`src/ihc_pkg.sv`:
```
package ihc_pkg;

    typedef enum logic [2:0] {
        ST_OK          = 3'd0,
        ST_NOT_IPV4    = 3'd1,
        ST_IHL_LONG    = 3'd2,
        ST_TOTLEN_SHORT = 3'd3,
        ST_BAD_PROTO   = 3'd4,
        ST_TRUNCATED   = 3'd5
    } status_t;

    // header byte offsets
    localparam logic [15:0] OFS_VER_IHL   = 16'd0;
    localparam logic [15:0] OFS_TOTLEN_HI = 16'd2;
    localparam logic [15:0] OFS_TOTLEN_LO = 16'd3;
    localparam logic [15:0] OFS_PROTO     = 16'd9;
    localparam logic [15:0] OFS_CKSUM_HI  = 16'd10;
    localparam logic [15:0] OFS_CKSUM_LO  = 16'd11;

    localparam logic [15:0] MIN_HDR_BYTES = 16'd20;
    localparam logic [3:0]  IP_VERSION    = 4'd4;
    localparam logic [15:0] WORD_MASK     = 16'hffff;
    localparam logic [7:0]  PROTO_RESET   = 8'd1;

    typedef struct packed {
        logic [7:0] data_byte;
        logic       last_byte;
    } in_item_t;

    typedef struct packed {
        status_t    status;
        logic [5:0] header_length;
        logic       checksum_ok;
    } out_item_t;

    // fields of one finished packet, handed from parser to result stage
    typedef struct packed {
        logic [7:0]  version_ihl;
        logic [15:0] total_length;
        logic [7:0]  protocol_number;
        logic [15:0] received_checksum;
        logic [20:0] sum;
        logic [15:0] rx_length;
    } pkt_summary_t;

endpackage

```
`src/ipv4_header_checker_top.sv`:
```
// IPv4 header checker. Packet bytes enter one per transfer on s_data, starting
// at the first header byte, with last_byte set on the final byte. One result
// leaves on m_data per packet: status of the first failed check (truncated
// below 20 bytes, version, IHL against received length, total length against
// received length, protocol against cfg_data), IHL*4 in bytes, and a checksum
// match flag that is set only on an ok status. Received lengths saturate at
// 65535. The block takes one byte every cycle with no gaps between packets
// while the result path does not stall it; the transfer of the last byte
// loads a packet summary register, which then loads the result register that
// drives m_data. Write the protocol register (reset value 1) only while no
// packet is in flight.
module ipv4_header_checker_top (
    input  logic               aclk,
    input  logic               aresetn,
    input  logic               s_valid,
    output logic               s_ready,
    input  ihc_pkg::in_item_t  s_data,
    output logic               m_valid,
    input  logic               m_ready,
    output ihc_pkg::out_item_t m_data,
    input  logic               cfg_valid,
    output logic               cfg_ready,
    input  logic [7:0]         cfg_data
);
    import ihc_pkg::*;

    logic         proto_valid;
    logic         proto_ready;
    pkt_summary_t proto_summary;
    logic [7:0]   exp_proto_reg;

    assign cfg_ready = 1'b1;

    always_ff @(posedge aclk) begin
        if (!aresetn) begin
            exp_proto_reg <= PROTO_RESET;
        end else if (cfg_valid) begin
            exp_proto_reg <= cfg_data;
        end
    end

    ihc_parser u_parser (
        .aclk      (aclk),
        .aresetn   (aresetn),
        .s_valid   (s_valid),
        .s_ready   (s_ready),
        .s_data    (s_data),
        .sum_valid (proto_valid),
        .sum_ready (proto_ready),
        .sum_data  (proto_summary)
    );

    ihc_result u_result (
        .aclk              (aclk),
        .aresetn           (aresetn),
        .expected_protocol (exp_proto_reg),
        .sum_valid         (proto_valid),
        .sum_ready         (proto_ready),
        .sum_data          (proto_summary),
        .m_valid           (m_valid),
        .m_ready           (m_ready),
        .m_data            (m_data)
    );

endmodule

```
`src/ihc_parser.sv`:
```
module ihc_parser (
    input  logic                  aclk,
    input  logic                  aresetn,
    input  logic                  s_valid,
    output logic                  s_ready,
    input  ihc_pkg::in_item_t     s_data,
    output logic                  sum_valid,
    input  logic                  sum_ready,
    output ihc_pkg::pkt_summary_t sum_data
);
    import ihc_pkg::*;

    logic [15:0] byte_count_reg, byte_count_next;
    logic [20:0] sum_acc_reg, sum_acc_next;
    logic [7:0]  version_ihl_reg, version_ihl_next;
    logic [15:0] total_length_reg, total_length_next;
    logic [7:0]  protocol_reg, protocol_next;
    logic [15:0] rx_cksum_reg, rx_cksum_next;
    logic [7:0]  high_byte_reg, high_byte_next;
    logic        sum_valid_reg, sum_valid_next;
    pkt_summary_t sum_data_reg;

    logic [15:0] idx;
    logic [7:0]  b;
    logic [7:0]  v;
    logic [5:0]  hl;
    logic        accept;

    assign s_ready = !sum_valid_reg || sum_ready;
    assign accept  = s_valid && s_ready;
    assign idx     = byte_count_reg;
    assign b       = s_data.data_byte;

    always_comb begin
        version_ihl_next  = version_ihl_reg;
        total_length_next = total_length_reg;
        protocol_next     = protocol_reg;
        rx_cksum_next     = rx_cksum_reg;
        high_byte_next    = high_byte_reg;
        sum_acc_next      = sum_acc_reg;

        // field capture
        if (idx == OFS_VER_IHL) begin
            version_ihl_next = b;
        end else if (idx == OFS_TOTLEN_HI) begin
            total_length_next = {b, total_length_reg[7:0]};
        end else if (idx == OFS_TOTLEN_LO) begin
            total_length_next = {total_length_reg[15:8], b};
        end else if (idx == OFS_PROTO) begin
            protocol_next = b;
        end else if (idx == OFS_CKSUM_HI) begin
            rx_cksum_next = {b, rx_cksum_reg[7:0]};
        end else if (idx == OFS_CKSUM_LO) begin
            rx_cksum_next = {rx_cksum_reg[15:8], b};
        end

        hl = {version_ihl_next[3:0], 2'b00};

        // checksum field summed as zero
        v = (idx == OFS_CKSUM_HI || idx == OFS_CKSUM_LO) ? 8'd0 : b;
        if (!idx[0]) begin
            high_byte_next = v;
        end else if (idx < {10'd0, hl}) begin
            sum_acc_next = sum_acc_reg + {5'd0, high_byte_reg, v};
        end

        byte_count_next = (byte_count_reg == WORD_MASK) ? byte_count_reg
                                                        : byte_count_reg + 16'd1;
    end

    always_comb begin
        sum_valid_next = sum_valid_reg;
        if (sum_ready) begin
            sum_valid_next = 1'b0;
        end
        if (accept && s_data.last_byte) begin
            sum_valid_next = 1'b1;
        end
    end

    always_ff @(posedge aclk) begin
        if (!aresetn) begin
            byte_count_reg   <= '0;
            sum_acc_reg      <= '0;
            version_ihl_reg  <= '0;
            total_length_reg <= '0;
            protocol_reg     <= '0;
            rx_cksum_reg     <= '0;
            high_byte_reg    <= '0;
            sum_valid_reg    <= 1'b0;
        end else begin
            sum_valid_reg <= sum_valid_next;
            if (accept) begin
                if (s_data.last_byte) begin
                    // start over for the next packet
                    byte_count_reg   <= '0;
                    sum_acc_reg      <= '0;
                    version_ihl_reg  <= '0;
                    total_length_reg <= '0;
                    protocol_reg     <= '0;
                    rx_cksum_reg     <= '0;
                    high_byte_reg    <= '0;
                end else begin
                    byte_count_reg   <= byte_count_next;
                    sum_acc_reg      <= sum_acc_next;
                    version_ihl_reg  <= version_ihl_next;
                    total_length_reg <= total_length_next;
                    protocol_reg     <= protocol_next;
                    rx_cksum_reg     <= rx_cksum_next;
                    high_byte_reg    <= high_byte_next;
                end
            end
        end
    end

    always_ff @(posedge aclk) begin
        if (accept && s_data.last_byte) begin
            sum_data_reg.version_ihl       <= version_ihl_next;
            sum_data_reg.total_length      <= total_length_next;
            sum_data_reg.protocol_number   <= protocol_next;
            sum_data_reg.received_checksum <= rx_cksum_next;
            sum_data_reg.sum               <= sum_acc_next;
            sum_data_reg.rx_length         <= byte_count_next;
        end
    end

    assign sum_valid = sum_valid_reg;
    assign sum_data  = sum_data_reg;

endmodule

```
`src/ihc_result.sv`:
```
module ihc_result (
    input  logic                  aclk,
    input  logic                  aresetn,
    input  logic [7:0]            expected_protocol,
    input  logic                  sum_valid,
    output logic                  sum_ready,
    input  ihc_pkg::pkt_summary_t sum_data,
    output logic                  m_valid,
    input  logic                  m_ready,
    output ihc_pkg::out_item_t    m_data
);
    import ihc_pkg::*;

    logic      m_valid_reg, m_valid_next;
    out_item_t m_data_reg, m_data_next;

    logic [16:0] fold1;
    logic [15:0] fold2;
    logic [15:0] cksum;
    logic [5:0]  hl;
    logic        accept;

    assign sum_ready = !m_valid_reg || m_ready;
    assign accept    = sum_valid && sum_ready;

    always_comb begin
        hl    = {sum_data.version_ihl[3:0], 2'b00};
        fold1 = {1'b0, sum_data.sum[15:0]} + {12'd0, sum_data.sum[20:16]};
        fold2 = fold1[15:0] + {15'd0, fold1[16]};
        cksum = ~fold2;

        priority if (sum_data.rx_length < MIN_HDR_BYTES) begin
            m_data_next.status = ST_TRUNCATED;
        end else if (sum_data.version_ihl[7:4] != IP_VERSION) begin
            m_data_next.status = ST_NOT_IPV4;
        end else if ({10'd0, hl} > sum_data.rx_length) begin
            m_data_next.status = ST_IHL_LONG;
        end else if (sum_data.total_length < sum_data.rx_length) begin
            m_data_next.status = ST_TOTLEN_SHORT;
        end else if (sum_data.protocol_number != expected_protocol) begin
            m_data_next.status = ST_BAD_PROTO;
        end else begin
            m_data_next.status = ST_OK;
        end

        m_data_next.header_length = hl;
        m_data_next.checksum_ok   = (m_data_next.status == ST_OK) &&
                                    (cksum == sum_data.received_checksum);
    end

    always_comb begin
        m_valid_next = m_valid_reg;
        if (m_ready) begin
            m_valid_next = 1'b0;
        end
        if (accept) begin
            m_valid_next = 1'b1;
        end
    end

    always_ff @(posedge aclk) begin
        if (!aresetn) begin
            m_valid_reg <= 1'b0;
        end else begin
            m_valid_reg <= m_valid_next;
        end
    end

    always_ff @(posedge aclk) begin
        if (accept) begin
            m_data_reg <= m_data_next;
        end
    end

    assign m_valid = m_valid_reg;
    assign m_data  = m_data_reg;

endmodule
```
`config.mk`:
```
export PLATFORM = sky130hd
export DESIGN_NAME = ipv4_header_checker_top
export DESIGN_NICKNAME = d
export VERILOG_FILES = /design/src/ihc_pkg.sv /design/src/ipv4_header_checker_top.sv /design/src/ihc_parser.sv /design/src/ihc_result.sv
export SDC_FILE = /design/constraint.sdc
export NUM_CORES = 1
export LEC_CHECK = 0
export ABC_AREA = 1
export BUFFER_PORTS_ARGS = -buffer_cell sky130_fd_sc_hd__buf_2
export CORE_MARGIN = 2
export CORE_UTILIZATION = 55
export DETAILED_ROUTE_END_ITERATION = 10
export PLACE_DENSITY_LB_ADDON = 0.25
export SKIP_LAST_GASP = 1
export SLEW_MARGIN = 20
export SYNTH_ARGS = -nofsm -noshare
export SYNTH_HDL_FRONTEND = slang
export SYNTH_SLANG_ARGS = --single-unit
```
`constraint.sdc`:
```
create_clock -name aclk -period 5.12 [get_ports aclk]
set_input_delay 0.512 -clock aclk [delete_from_list [all_inputs] [get_ports aclk]]
set_output_delay 0.512 -clock aclk [all_outputs]
set_load 0.01 [all_outputs]
```
# After elaboration in Yosys (flattened, before gate mapping)
# Cells that the tools add are included.
# word_totals
regBits,196
# classes
addsub,4
magnitude_cmp,4
eq_ne,10
n_mux,35
bitwise,1
n_reduce_logical,14
# ops
cell,count
$mux W16,11
$mux W8,12
$mux W21,3
$eq A16 B4 Y1 const B,3
$eq A16 B2 Y1 const B,2
$add A21 B16 Y21,1
$add A16 B5 Y17,1
$add A16 B1 Y16,1
$add A16 B1 Y16 const B,1
$eq A16 B16 Y1,1
$eq A16 B16 Y1 const B,1
$gt A6 B16 Y1,1
$logic_not A16 Y1,1
$lt A16 B16 Y1,1
$lt A16 B5 Y1 const B,1
$lt A16 B6 Y1,1
$not A16 Y16,1
$mux W3,5
$ne A8 B8 Y1,1
$logic_and A1 B1 Y1,4
$mux W1,4
$ne A4 B3 Y1 const B,1
$reduce_bool A2 Y1,2
$logic_not A3 Y1,1
4 further kinds,7

# Logic depth before layout (Yosys ltp)
# Gate-level depths: netlist of run 1.
# depth
ltp_word,8
mapped_depth,27
depth_no_buf,27

# By module
# Synthesis of run 1 repeated with hierarchy kept, for this count alone.
# unflattened
hier_cells,1574
hier_area_um2,11994.0
# modules_own_cells
module,n_inst,cells_each,area_per_inst_um2,seq_area_each_um2
ihc_parser,1,1077,9052.4,4434.3
ihc_result,1,445,2590.0,260.2
ipv4_header_checker_top,1,52,351.6,160.2

# Worst setup path after synthesis of run 1
# Ideal clock, no wire load.
# synth_path
kind,input -> register
start,input m_ready
end,register u_parser.high_byte_reg[5]
setup_time_ps,132
t_arrival_ps,5405
slack_ps,-418
stages,9
path_cell_list,inv_1 > nand2_1 > nor2_1 > inv_1 > nand2_1 > nor2_1 > a31oi_1 > nand2_1 > a21oi_1
# synth_via
elab_chain_cells,4
# synth_rtl
element,line_no,text
from (decl),ipv4_header_checker_top.sv:19,"input logic m_ready,"
$logic_or A1 B1 Y1,ihc_result.sv:23,assign sum_ready = !m_valid_reg || m_ready;
$logic_or A1 B1 Y1,ihc_parser.sv:29,assign s_ready = !sum_valid_reg || sum_ready;
via s_ready,ipv4_header_checker_top.sv:16,"output logic s_ready,"
$logic_and A1 B1 Y1,ihc_parser.sv:30,assign accept = s_valid && s_ready;
$reduce_and A2 Y1 (no line),-,
to (signal assigned),ihc_parser.sv:110,high_byte_reg <= high_byte_next;
to (decl),ihc_parser.sv:19,"logic [7:0] high_byte_reg, high_byte_next;"
# The timed path passes the listed nets, and every way through them passes these cells.
# A chain may end at the register's enable or synchronous reset.

==> results of run 1 <==
==> cell usage after synthesis (all sizes together) (2+ instances only) <==
master  count  share of area
or2         7         0.0043
o21bai      2         0.0014
dfxtp     103           0.19
nand4      23          0.015
xnor2       8         0.0064
nand2     441           0.16
nand3      81          0.038
a31o        2         0.0016
clkbuf     32          0.011
xor2       40          0.032
o21ai      83          0.039
and2        7         0.0043
ha         43          0.049
nor4        3         0.0017
a21o        3         0.0021
edfxtp     93           0.26
nor3       14         0.0064
a21boi      3         0.0021
a21oi     130          0.060
inv       150          0.052
nor2      106          0.045
buf        17          0.012
nand3b      5         0.0035
conb        2        0.00069
a31oi       2         0.0012
==> metrics by stage <==
| stage | total power, mW | area (µm²) | utilization | cells |
|---|---|---|---|---|
| 2_1_floorplan | 1.93 | 10900 | - | 1409 |
| 3_3_place_gp | 2.01 | 11200 | 0.574 | 1661 |
| 3_5_place_dp | 2.01 | 11200 | 0.574 | 1661 |
| 4_1_cts | 3.39 | 11800 | 0.606 | 1693 |
| 5_1_grt | 3.49 | 11800 | 0.606 | 1693 |
| 6_report | 3.37 | 11800 | 0.606 | 1693 |
==> worst max-delay path, cell delays in order, from the launching register on <==
cell      delay, ns
edfxtp_1       0.33
ha_1           0.19
inv_1          0.07
fa_1           0.40
nand3b_1       0.17
nand2_1        0.08
nand2_1        0.06
nand2_1        0.09
nand2_1        0.10
nor2_1         0.14
inv_1          0.08
nor3_1         0.15
ha_1           0.20
ha_1           0.18
nand2_1        0.07
nor2_1         0.10
nand2_1        0.09
nor2_1         0.14
nand3_1        0.12
nor2_1         0.19
nand2_1        0.10
o21bai_1       0.19
nand2_1        0.07
nand2_1        0.06
nand2_1        0.04
nand2_1        0.05
nor2_1         0.04
==> layout make-up <==
type,count,area [µm²]
sequential,196,4850
clock inverter,9,73.8
timing repair buffer,36,193
inverter,151,568
tap,265,332
multi-input combinational,1013,5220
clock buffer,23,553
fill,1705,7670
==> cell families after synthesis <==
family	share of synthesized area
XOR/XNOR	0.0387
buffers and inverters	0.0751
other	0.000691
flip-flops	0.446
adder cells (fa/ha/maj)	0.0513
AND/OR/NAND/NOR	0.275
AO/OA/AOI/OAI	0.113
==> metal layers <==
layer	routed length [µm]	up-vias
met5	0	-
met1	12200	4240
met3	1590	25
met4	339	0
met2	11800	283
li1	-	4616
==> worst min-delay path by stage <==
stage                                        endpoint  cells past startpoint                   startpoint
after floorplan                    u_result.m_data[3]                      0        u_parser.sum_data[77]
after global placement      u_parser.rx_cksum_reg[12]                      2    u_parser.rx_cksum_reg[12]
after detailed placement  u_parser.version_ihl_reg[7]                      2  u_parser.version_ihl_reg[7]
after CTS                            exp_proto_reg[4]                      3                  cfg_data[4]
after global routing                 exp_proto_reg[2]                      3                  cfg_data[2]
final                                exp_proto_reg[4]                      3                  cfg_data[4]
==> power by group <==
group | switching, mW | internal (mW)
sequential | 0.0227 | 1.68
clock | 0.618 | 0.775
combinational | 0.196 | 0.0803
==> impl_summary.md, run 1 <==
Synthesis
The number of different library cells used by synthesis comes to 50. The cell count after synthesis is 1,408. The number of synthesized register bits is 196.

For this run, the number of Yosys warnings is 0. The most used flip-flop cell after synthesis is dfxtp_1. For this run, the register share of the synthesized area comes to 0.446. The fraction of registers with async set/reset is 0.

The number of enable flip-flop cells after synthesis is 93. After synthesis, the mean cell area works out to 7.72 µm². In this run the cell area of the synthesized design comes to 10,900 µm².

CTS
The clock latency at the later pin of the worst-skew pair is 0.44 ns. The root buffer cell is clkbuf_16. Once the clock tree was built, the resizer swapped 0 gates to a different size.

The post-CTS repair timing setup buffer count is 0. The clock tree from TritonCTS is yes. TritonCTS created 17 clock buffers. In this run, post-CTS hold repair placed 0 buffers. The buffer depth of the longest clock path is 2.

The CTS clock-pin slew for the worst setup and hold paths is 0.07 ns. The depth of the CTS H-tree is 4. Clock tree synthesis found a total of 196 sinks.

Timing
Setup repair after global routing left no endpoint under its margin. The hold violation count in the final report is 0. The clock period could shrink to 3.76 ns. Setup violations remaining at the end of the flow were counted as 0. Setup total negative slack on the finished layout was measured at 0 ns. The worst slew margin relative to its limit is 0.335. In the post-route analysis, the smallest setup slack over all paths is 1.36 ns.

Of the available clock period, the critical path in the final layout requires 0.735. The highest clock frequency the design can meet is 266 MHz. Between clock sinks in the finished design, the worst skew comes to 0.00983 ns. Hold timing on the final database bottoms out at a slack of 0.288 ns. For the pin with the worst max-slew slack, the measured transition is 0.998 ns. The final number of max-transition violations is 0.

Die
The effective utilization at floorplan is 0.559. The number of ports placed on the die boundary is 35. The number of standard-cell rows in the floorplan is 51. The region available for standard cell placement spans 19,500 µm². The die covers 20,900 µm².

The floorplan step set the die width to 145 µm. The die extent in y is 145 µm.

Power
The analysis attributes to cell leakage a power of 4.92 nW. In this run the power density over the cells is 286 nW/µm². The worst IR drop on VDD is 0.261 mV.

GRT
The first global-routing pass estimated 41,300 µm of wire. The total congestion overflow is 0. Entering global routing, the biggest net connects 86 pins.

For met3 alone, demand over resource in global routing was 0.0437. In the global route stage, met1 resource usage came out at 0.376. The global-route usage over all layers is 0.257. The global-route track usage on met2 is 0.399. The number of antenna violations at the first check in global routing was 0. In this run the most used layer during global routing was met2.

The via count of the first global-routing pass is 8,066.

Setup path
The beginning of the worst register-to-register path is u_parser.sum_data[16]. For the worst setup path, the data required time is 5.32 ns. STA classifies the critical path startpoint as a flop. The critical path is of the flop to flop type. The worst setup path is captured at a flop. Following the worst setup path forward leads to its endpoint at u_result.m_data[0]. The maximum fanout encountered on the critical timing path is 4. In this run the worst setup path begins at u_parser.sum_data[16]. In this run the critical register-to-register path is captured at u_result.m_data[0]. Setup slack on the worst reg-to-reg path comes out at 1.36 ns. The data arrival at the endpoint of the critical path is 3.96 ns.

Counting cells, the worst reg-to-reg path comes to 26.

Cells and area
The repair_antennas step left the layout with diodes totalling 0. The area growth from synthesis to layout is 8.49%. Leaving out fill and tap cells, the most frequent cells in the layout are nand2_1 (423), inv_1 (147), a21oi_1 (129), dfxtp_1 (103), edfxtp_1 (93). The library cell used most frequently in the layout, excluding fill and tap cells, is nand2_1.

The net total in the final layout is 1,481. The register with the most flip-flops in the layout has 85 of them. Of the cells placed in the final design, the portion with a size suffix greater than 1 is 0.0910.

Place
Prior to clock tree synthesis, the placed netlist has a worst setup slack of 1.36 ns. The count of buffers added on input and output ports is 31. Once detailed placement completed, the half-perimeter wirelength came to 18,000 µm. The congestion estimate from routability-driven global placement came to 0.915.

Status
The run finished with clean final reports.

Routing
The post-detailed-route via-to-cell ratio is 5.41. The first-pass iteration count of the detailed router is 6. The final wirelength is 26,000 µm.

The detailed router's first-iteration violation count is 667. The vias after detailed routing is 9,164. The detail route stage leaves a number of antenna-violating nets equal to 0. In the final routed layout, each cell accounts on average for 15.3 µm. The residual DRC count is 0.

Worst hold path
The worst hold path class is primary input to flop.

Flow run
The count of max-cap constraint violations is 0.
Note: power is estimated with default switching activity, not from simulation.
==> run 2: changes to the inputs <==
--- a/config.mk
+++ b/config.mk
@@ -5,7 +5,7 @@
 export SDC_FILE = /design/constraint.sdc
 export NUM_CORES = 1
 export LEC_CHECK = 0
-export ABC_AREA = 1
+export ABC_AREA = 0
 export BUFFER_PORTS_ARGS = -buffer_cell sky130_fd_sc_hd__buf_2
 export CORE_MARGIN = 2
 export CORE_UTILIZATION = 55
==> constraint.sdc (replaced) <==
create_clock -name aclk -period 3.4 [get_ports aclk]
set_input_delay 0.34 -clock aclk [delete_from_list [all_inputs] [get_ports aclk]]
set_output_delay 0.34 -clock aclk [all_outputs]
set_load 0.01 [all_outputs]
==> run 2 against run 1 <==
Against the previous run: the run now ends with negative setup slack left; clock power increased by 45%; non-clock buffer count increased by 95; routed wire length increased by 10%; core utilization increased by 6.1 points; sequential share of layout area decreased by 3.6 points; count of clock-buffer cells in the layout decreased by 4; worst setup slack got worse by 1.5 ns; first-iteration DRC count increased by 40%; synthesized area decreased by 0.28%; largest cell class unchanged.
==> impl_summary.md, run 2 <==
Die
The number of ports placed on the die boundary is 35 (unchanged). The area of the die was 20,900 µm² (about the same). The number of standard-cell rows in the floorplan is 51 (unchanged). The overall die width is 144 µm (was 145 µm). The effective utilization at floorplan came to 0.559 (about the same).

The die extent in y is 144 µm (was 145 µm). The core footprint is 19,400 µm² (was 19,500 µm²).

Routing
The vias after detailed routing is 8,985 (was 9,164). The first-pass iteration count of the detailed router is 6 (unchanged). The average routed wire per standard cell came to 19.5 µm (was 15.3 µm).

The remaining antenna violation count is 0 (unchanged). The final wirelength was 28,600 µm (was 26,000 µm). The post-detailed-route via-to-cell ratio is 6.13 (was 5.41). The detailed router's first-iteration violation count is 931 (was 667). The residual DRC count was 0 (unchanged).

Synthesis
The leading cell type by number of instances after synthesis is nor2_1 (was nand2_1). Top post-synthesis cells by count: nor2_1 (126), dfxtp_1 (103), edfxtp_1 (93) (was nand2_1 (424), inv_1 (148), a21oi_1 (129)). The area of the mapped netlist is 10,800 µm² (was 10,900 µm²). The fraction of registers with async set/reset is 0 (unchanged).

The mean post-synth cell area is 9.81 µm² (was 7.72 µm²). The share of synthesized area occupied by flip-flops and latches is 0.448 (was 0.446). The count of yosys warnings during synthesis came to 0 (unchanged). Dominant cells by area after synthesis: edfxtp_1 (26%), dfxtp_1 (19%), a22oi_1 (5.0%) (was edfxtp_1 (26%), dfxtp_1 (19%), nand2_1 (15%)). The number of synthesized register bits was 196 (unchanged). The cell count after synthesis is 1,105 (was 1,408). The share of the synthesized area in the top cell type was 0.258 (was 0.257).

The cell type with the highest aggregate area in the netlist is edfxtp_1 (unchanged). The number of different library cells in the post-synthesis netlist was 87 (was 50). The number of enable flip-flop cells after synthesis is 93 (unchanged). The top flip-flop cell by instance count after synthesis was dfxtp_1 (unchanged).

GRT
The global-route layer with the greatest usage is met2 (unchanged). The via count of the first global-routing pass is 8,327 (was 8,066). The met1 global-route usage is 0.378 (was 0.376). The maximum number of pins on one net before global-route repair is 51 (was 86). The wire length of the first global-routing pass is 44,000 µm (was 41,300 µm). The global-route track usage on met2 came to 0.444 (was 0.399). The total congestion overflow is 0 (unchanged). The number of antenna violations at the first check in global routing is 0 (unchanged).

The global-route usage over all layers is 0.276 (was 0.257). The met3 usage is 0.0556 (was 0.0437).

CTS
The root buffer cell is clkbuf_16 (unchanged). The CTS buffer count was 17 (unchanged). The depth of the CTS H-tree is 4 (unchanged).

The clock latency at the later pin of the worst-skew pair is 0.45 ns (was 0.44 ns). The number of buffers inserted for hold repair after clock tree synthesis was 0 (unchanged). The CTS clock-pin slew for the worst setup and hold paths is 0.08 ns (was 0.07 ns). The clock tree from TritonCTS is yes (unchanged).

The buffer depth of the longest clock path is 2 (unchanged). The total clock sinks was 196 (unchanged).

Power
The portion of total power attributed to combinational logic is 0.098 (was 0.082). The internal power is 3.73 mW (was 2.54 mW). The worst IR drop on VDD is 0.305 mV (was 0.261 mV). The power per cell area was 392 nW/µm² (was 286 nW/µm²).

The part of the power in the clock network came to 0.398 (was 0.413). The net load switching power is 1.34 mW (was 837 µW). The switching share of power is 0.264 (was 0.248). The part of the power in registers is 0.505 (about the same). The power consumption is 5.07 mW (was 3.37 mW).

The cell leakage power came to 4.92 nW (about the same).

Timing
The highest clock frequency the design can meet was 286 MHz (was 266 MHz). The worst setup slack after layout came to -0.0945 ns (was 1.36 ns). The number of failing setup endpoints in the final timing report is 2 (was 0).

The actual transition at the worst max-transition pin is 0.956 ns (was 0.998 ns). The share of the cycle needed by the critical path after routing is 1.03 (was 0.735). Setup repair after global routing missed its margin: yes (was no).

The worst slew margin relative to its limit came to 0.358 (was 0.335). The final critical-path required period came to 3.49 ns (was 3.76 ns). The clock skew is 0.0182 ns (was 0.00983 ns). The final number of max-transition violations was 0 (unchanged).

The hold violation count in the final report is 0 (unchanged). The final setup TNS came to -0.131 ns (was 0 ns).

Setup path
The data arrival at the endpoint of the critical path is 3.78 ns (was 3.96 ns). The startpoint-to-endpoint class of the critical path is flop to flop (unchanged). The length in cells of the worst reg-to-reg path was 17 (was 26). The worst reg2reg path endpoint was u_result.m_data[0] (unchanged). The register-to-register setup slack is -0.09 ns (was 1.36 ns). The nature of the critical path startpoint is a flop (unchanged). The required time of the critical path is 3.69 ns (was 5.32 ns). The end of the critical path is u_result.m_data[0] (unchanged). The maximum fanout encountered on the critical timing path is 2 (was 4). The beginning of the worst register-to-register path is u_parser.sum_data[32] (was u_parser.sum_data[16]).

The endpoint type of the worst setup path was a flop (unchanged). The launching instance or port of the critical path was u_parser.sum_data[32] (was u_parser.sum_data[16]).

Cells and area
Commonest non-fill, non-tap cells in the layout: nor2_1 (121), dfxtp_1 (100), buf_4 (93), edfxtp_1 (93), a22oi_1 (72) (was nand2_1 (423), inv_1 (147), a21oi_1 (129), dfxtp_1 (103), edfxtp_1 (93)). The ratio of cells with drive above 1 in the final layout was 0.258 (was 0.0910). The most common library cell in the layout ignoring fill and taps is nor2_1 (was nand2_1).

The net total in the final layout is 1,253 (was 1,481). The count of fill cells added during filler insertion was 1,520 (was 1,705). The area added between synthesis and finish is 19.4% (was 8.49%).

The number of flip-flops in the largest register came to 85 (unchanged). The antenna diode count is 0 (unchanged).

Worst hold path
The worst hold path class is primary input to flop (unchanged).

Place
The worst slack at placement is -0.229 ns (was 1.36 ns). The placer's final routability congestion estimate came to 0.916 (was 0.915). The post-detailed-placement half-perimeter wirelength came to 19,500 µm (was 18,000 µm). The count of buffers from port buffering is 31 (unchanged).

Status
Run status: finished, violations left (was complete, no violations). The checks that failed: negative setup slack.

Flow run
The count of max-cap constraint violations was 0 (unchanged).
[run 2: cell type report]
type                       instances  area [µm²]  area share
multi-input combinational        798        6060       0.468
tap                              265         332      0.0256
timing repair buffer             131         941      0.0727
inverter                          43         163      0.0126
sequential                       196        4860       0.375
clock inverter                    13         131      0.0101
clock buffer                      19         464      0.0358
[run 2: layer usage]
| metal | vias up | wire (µm) |
|---|---|---|
| met4 | 0 | 642 |
| met3 | 52 | 2000 |
| li1 | 4236 | - |
| met2 | 358 | 13300 |
| met1 | 4339 | 12600 |
| met5 | - | 0 |
[run 2: logic make-up (layout without fill, tap and decap cells)]
family / Yosys count / after routing / synth area share
adders and majority gates: 45 / 45 / 0.0524
and+or+nand+nor: 351 / 351 / 0.165
other: 2 / 3 / 0.000693
muxes: 60 / 60 / 0.0609
buffers and inverters: 113 / 206 / 0.0422
AOI/OAI and AO/OA: 262 / 263 / 0.169
DFF: 196 / 196 / 0.448
xor gates and xnor gates: 76 / 76 / 0.0614
[run 2: worst min-delay path by stage]
stage / slack [ns] / startpoint / cells past startpoint / end
after floorplan: 0.43 / u_parser.sum_data[77] / 0 / u_result.m_data[3]
after global placement: 0.47 / u_parser.sum_acc_reg[15] / 2 / u_parser.sum_acc_reg[15]
after CTS: 0.14 / cfg_data[2] / 3 / exp_proto_reg[2]
after global routing: 0.16 / cfg_data[6] / 3 / exp_proto_reg[6]
final: 0.14 / cfg_data[2] / 3 / exp_proto_reg[2]
after detailed placement: 0.47 / u_parser.sum_acc_reg[10] / 2 / u_parser.sum_acc_reg[10]
[run 2: power groups by stage]
stage | Clock, mW | Combinational [mW] | Sequential [mW]
after floorplan | 0 | 0.305 | 2.60
after global placement | 0 | 0.445 | 2.61
after detailed placement | 0 | 0.454 | 2.61
after global routing | 2.13 | 0.534 | 2.57
after CTS | 2.03 | 0.463 | 2.56
final | 2.02 | 0.495 | 2.56
[run 2: per-stage QoR]
| step | cells | instance area (µm²) | utilization | hold WS, ns |
|---|---|---|---|---|
| after floorplan | 1106 | 11100 | - | 0.431 |
| after global placement | 1408 | 11800 | 0.609 | 0.468 |
| after detailed placement | 1408 | 11800 | 0.609 | 0.472 |
| after CTS | 1450 | 12500 | 0.646 | 0.136 |
| after global routing | 1465 | 12900 | 0.668 | 0.159 |
| final | 1465 | 12900 | 0.668 | 0.137 |
[run 2: what timing repair did]
action / in CTS / in global routing
gates resized for setup: 13 / 67
pin swaps: 17 / 61
endpoints found under the setup margin: 11 / 39
buffers inserted: 10 / 16
gates cloned: 0 / 1
[run 2: critical path, stage by stage, from the launching register on]
cell      delay, ns
edfxtp_1       0.33
ha_2           0.18
inv_2          0.04
fa_2           0.34
nand2b_4       0.16
a21oi_4        0.16
o21ai_2        0.09
nor2_2         0.11
and4_4         0.24
ha_4           0.14
ha_4           0.14
nor4b_4        0.20
buf_4          0.18
a31oi_4        0.10
o21ba_4        0.22
a211o_1        0.22
a221o_1        0.31
a221oi_2       0.17
==> run 3: changes to the inputs <==
--- a/config.mk
+++ b/config.mk
@@ -5,7 +5,7 @@
 export SDC_FILE = /design/constraint.sdc
 export NUM_CORES = 1
 export LEC_CHECK = 0
-export ABC_AREA = 0
+export ABC_AREA = 1
 export BUFFER_PORTS_ARGS = -buffer_cell sky130_fd_sc_hd__buf_2
 export CORE_MARGIN = 2
 export CORE_UTILIZATION = 55
==> run 3 against run 2 <==
Against the previous run: the flow still finishes with violations (negative setup slack); first-iteration DRC count decreased by 16%; sequential share of layout area increased by 2.9 points; flip-flop and latch count unchanged.
==> impl_summary.md, run 3 (synthesis gave the netlist of run 1 again) <==
Die
The area of the die is 20,900 µm² (about the same). The overall die width is 145 µm (was 144 µm). The number of ports placed on the die boundary is 35 (unchanged). The effective utilization at floorplan is 0.559 (about the same). The die extent in y was 145 µm (was 144 µm). The core footprint was 19,500 µm² (was 19,400 µm²). The number of standard-cell rows in the floorplan is 51 (unchanged).

Setup path
The cell with the biggest individual delay on the critical path is fa_2 (unchanged). The required time of the critical path is 3.60 ns (was 3.69 ns). The largest stage delay on the critical path was 0.35 ns (was 0.34 ns). The startpoint-to-endpoint class of the critical path is flop to flop (unchanged).

The maximum fanout encountered on the critical timing path was 3 (was 2). The most frequent cell on the critical path is nand2_1 (was ha_4). The nature of the critical path startpoint is a flop (unchanged). The endpoint type of the worst setup path was a flop (unchanged). The data arrival at the endpoint of the critical path came to 3.62 ns (was 3.78 ns).

Routing
The first-pass iteration count of the detailed router is 5 (was 6). The vias after detailed routing is 9,229 (was 8,985). The detailed router's first-iteration violation count came to 779 (was 931).

The residual DRC count was 0 (unchanged). The post-detailed-route via-to-cell ratio came to 5.37 (was 6.13). The average routed wire per standard cell is 15.3 µm (was 19.5 µm). The final wirelength is 26,300 µm (was 28,600 µm). The remaining antenna violation count is 0 (unchanged).

GRT
The via count of the first global-routing pass was 8,415 (was 8,327). The number of antenna violations at the first check in global routing was 0 (unchanged). The total congestion overflow is 0 (unchanged). The maximum number of pins on one net before global-route repair is 72 (was 51). The wire length of the first global-routing pass is 42,000 µm (was 44,000 µm). The global-route usage over all layers is 0.261 (was 0.276).

Timing
The worst slew margin relative to its limit is 0.361 (was 0.358). The actual transition at the worst max-transition pin is 0.952 ns (was 0.956 ns). The hold violation count in the final report is 0 (unchanged). The share of the cycle needed by the critical path after routing came to 1.01 (was 1.03). Setup repair after global routing missed its margin: yes (unchanged). The highest clock frequency the design can meet is 292 MHz (was 286 MHz).

The clock skew is 0.0131 ns (was 0.0182 ns). The final number of max-transition violations is 0 (unchanged). The final critical-path required period is 3.42 ns (was 3.49 ns). The worst setup slack after layout was -0.0208 ns (was -0.0945 ns). The number of failing setup endpoints in the final timing report was 1 (was 2).

Status
Run status: finished, violations left (unchanged). Violations in the final reports: negative setup slack (unchanged).

Place
The total placed cells including tap cells is 1,684 (was 1,408). The worst slack at placement was -0.118 ns (was -0.229 ns). The count of buffers from port buffering came to 31 (unchanged). The post-detailed-placement half-perimeter wirelength is 18,800 µm (was 19,500 µm). The placer's final routability congestion estimate is 0.947 (was 0.916).

Power
The worst IR drop on VDD is 0.329 mV (was 0.305 mV). The cell leakage power is 5.00 nW (was 4.92 nW). The power per cell area came to 411 nW/µm² (was 392 nW/µm²).

CTS
The root buffer cell was clkbuf_16 (unchanged). The CTS buffer count is 17 (unchanged). The buffer depth of the longest clock path is 2 (unchanged).

The clock latency at the later pin of the worst-skew pair is 0.44 ns (was 0.45 ns). The depth of the CTS H-tree is 4 (unchanged). The CTS clock-pin slew for the worst setup and hold paths came to 0.07 ns (was 0.08 ns).

The total clock sinks is 196 (unchanged). The number of buffers inserted for hold repair after clock tree synthesis was 0 (unchanged). The clock tree from TritonCTS is yes (unchanged).

Cells and area
The final instance count without filler cells came to 1,719 (was 1,465). Commonest non-fill, non-tap cells in the layout: nand2_1 (421), inv_1 (144), a21oi_1 (129), dfxtp_1 (103), edfxtp_1 (93) (was nor2_1 (121), dfxtp_1 (100), buf_4 (93), edfxtp_1 (93), a22oi_1 (72)). The area added between synthesis and finish was 10.5% (was 19.4%). The count of fill cells added during filler insertion is 1,737 (was 1,520). The most common library cell in the layout ignoring fill and taps is nand2_1 (was nor2_1). The ratio of cells with drive above 1 in the final layout is 0.118 (was 0.258). The number of flip-flops in the largest register is 85 (unchanged).

The net total in the final layout was 1,507 (was 1,253). The antenna diode count is 0 (unchanged).

Flow run
The count of max-cap constraint violations is 0 (unchanged).

Worst hold path
The worst hold path class was primary input to flop (unchanged).
## run 3: where the power goes
part / switching (mW) / leakage [nW] / internal [mW]
logic: 0.300 / 3.01 / 0.136
clock network: 0.964 / 0.271 / 0.967
registers: 0.0352 / 1.72 / 2.53
total: 1.30 / 5.00 / 3.63
## run 3: cell type report
cell class	count	area, µm²	share of cell area
clock buffers	19	433	0.0360
clock inverters	13	124	0.0103
inverters	151	568	0.0473
multi-input cells	1013	5290	0.440
flip-flops and latches	196	4850	0.404
well taps	265	332	0.0276
repair buffers	62	413	0.0344
## run 3: path summary, 6_finish.rpt
kind	start	endpoint	slack, ns	cells after the start
worst min-delay path	cfg_data[4]	exp_proto_reg[4]	0.12	3
worst min register to register	u_parser.total_length_reg[14]	u_parser.total_length_reg[14]	0.46	2
worst max register to register	u_parser.sum_data[32]	u_result.m_data[0]	-0.02	26
worst max-delay path	u_parser.sum_data[32]	u_result.m_data[0]	-0.02	26
## run 3: per-layer routing
| layer | vias up | global-route usage | share of wire |
|---|---|---|---|
| met5 | - | 0 | 0 |
| met4 | 0 | 0.0828 | 0.016 |
| met3 | 33 | 0.0338 | 0.061 |
| met2 | 299 | 0.421 | 0.46 |
| met1 | 4231 | 0.368 | 0.46 |
| li1 | 4666 | - | - |
## run 3: critical path, delay by kind of cell, from the launching register on
kind | cells | cell delay (ns)
flops | 1 | 0.33
buf+inv | 2 | 0.09
simple gates | 19 | 1.72
compound gates | 1 | 0.17
fa+ha+maj | 4 | 0.89
## run 3: what timing repair did
item                       4_1_cts  5_1_grt
buffers inserted                 1        2
resized for setup                7       16
pin swaps                        6       19
hold endpoints to repair         0        0
setup endpoints to repair        1       30
## run 3: metrics by stage
step / TNS, ns / utilization / total power, mW / hold slack [ns] / area (µm²)
global placement: -0.0104 / 0.584 / 3.04 / 0.447 / 11400
floorplan: 0 / - / 2.90 / 0.431 / 10900
finish: -0.0208 / 0.617 / 4.93 / 0.120 / 12000
detailed placement: -0.118 / 0.584 / 3.04 / 0.452 / 11400
global route: -0.309 / 0.617 / 5.10 / 0.119 / 12000
CTS: -0.0353 / 0.614 / 4.95 / 0.106 / 12000
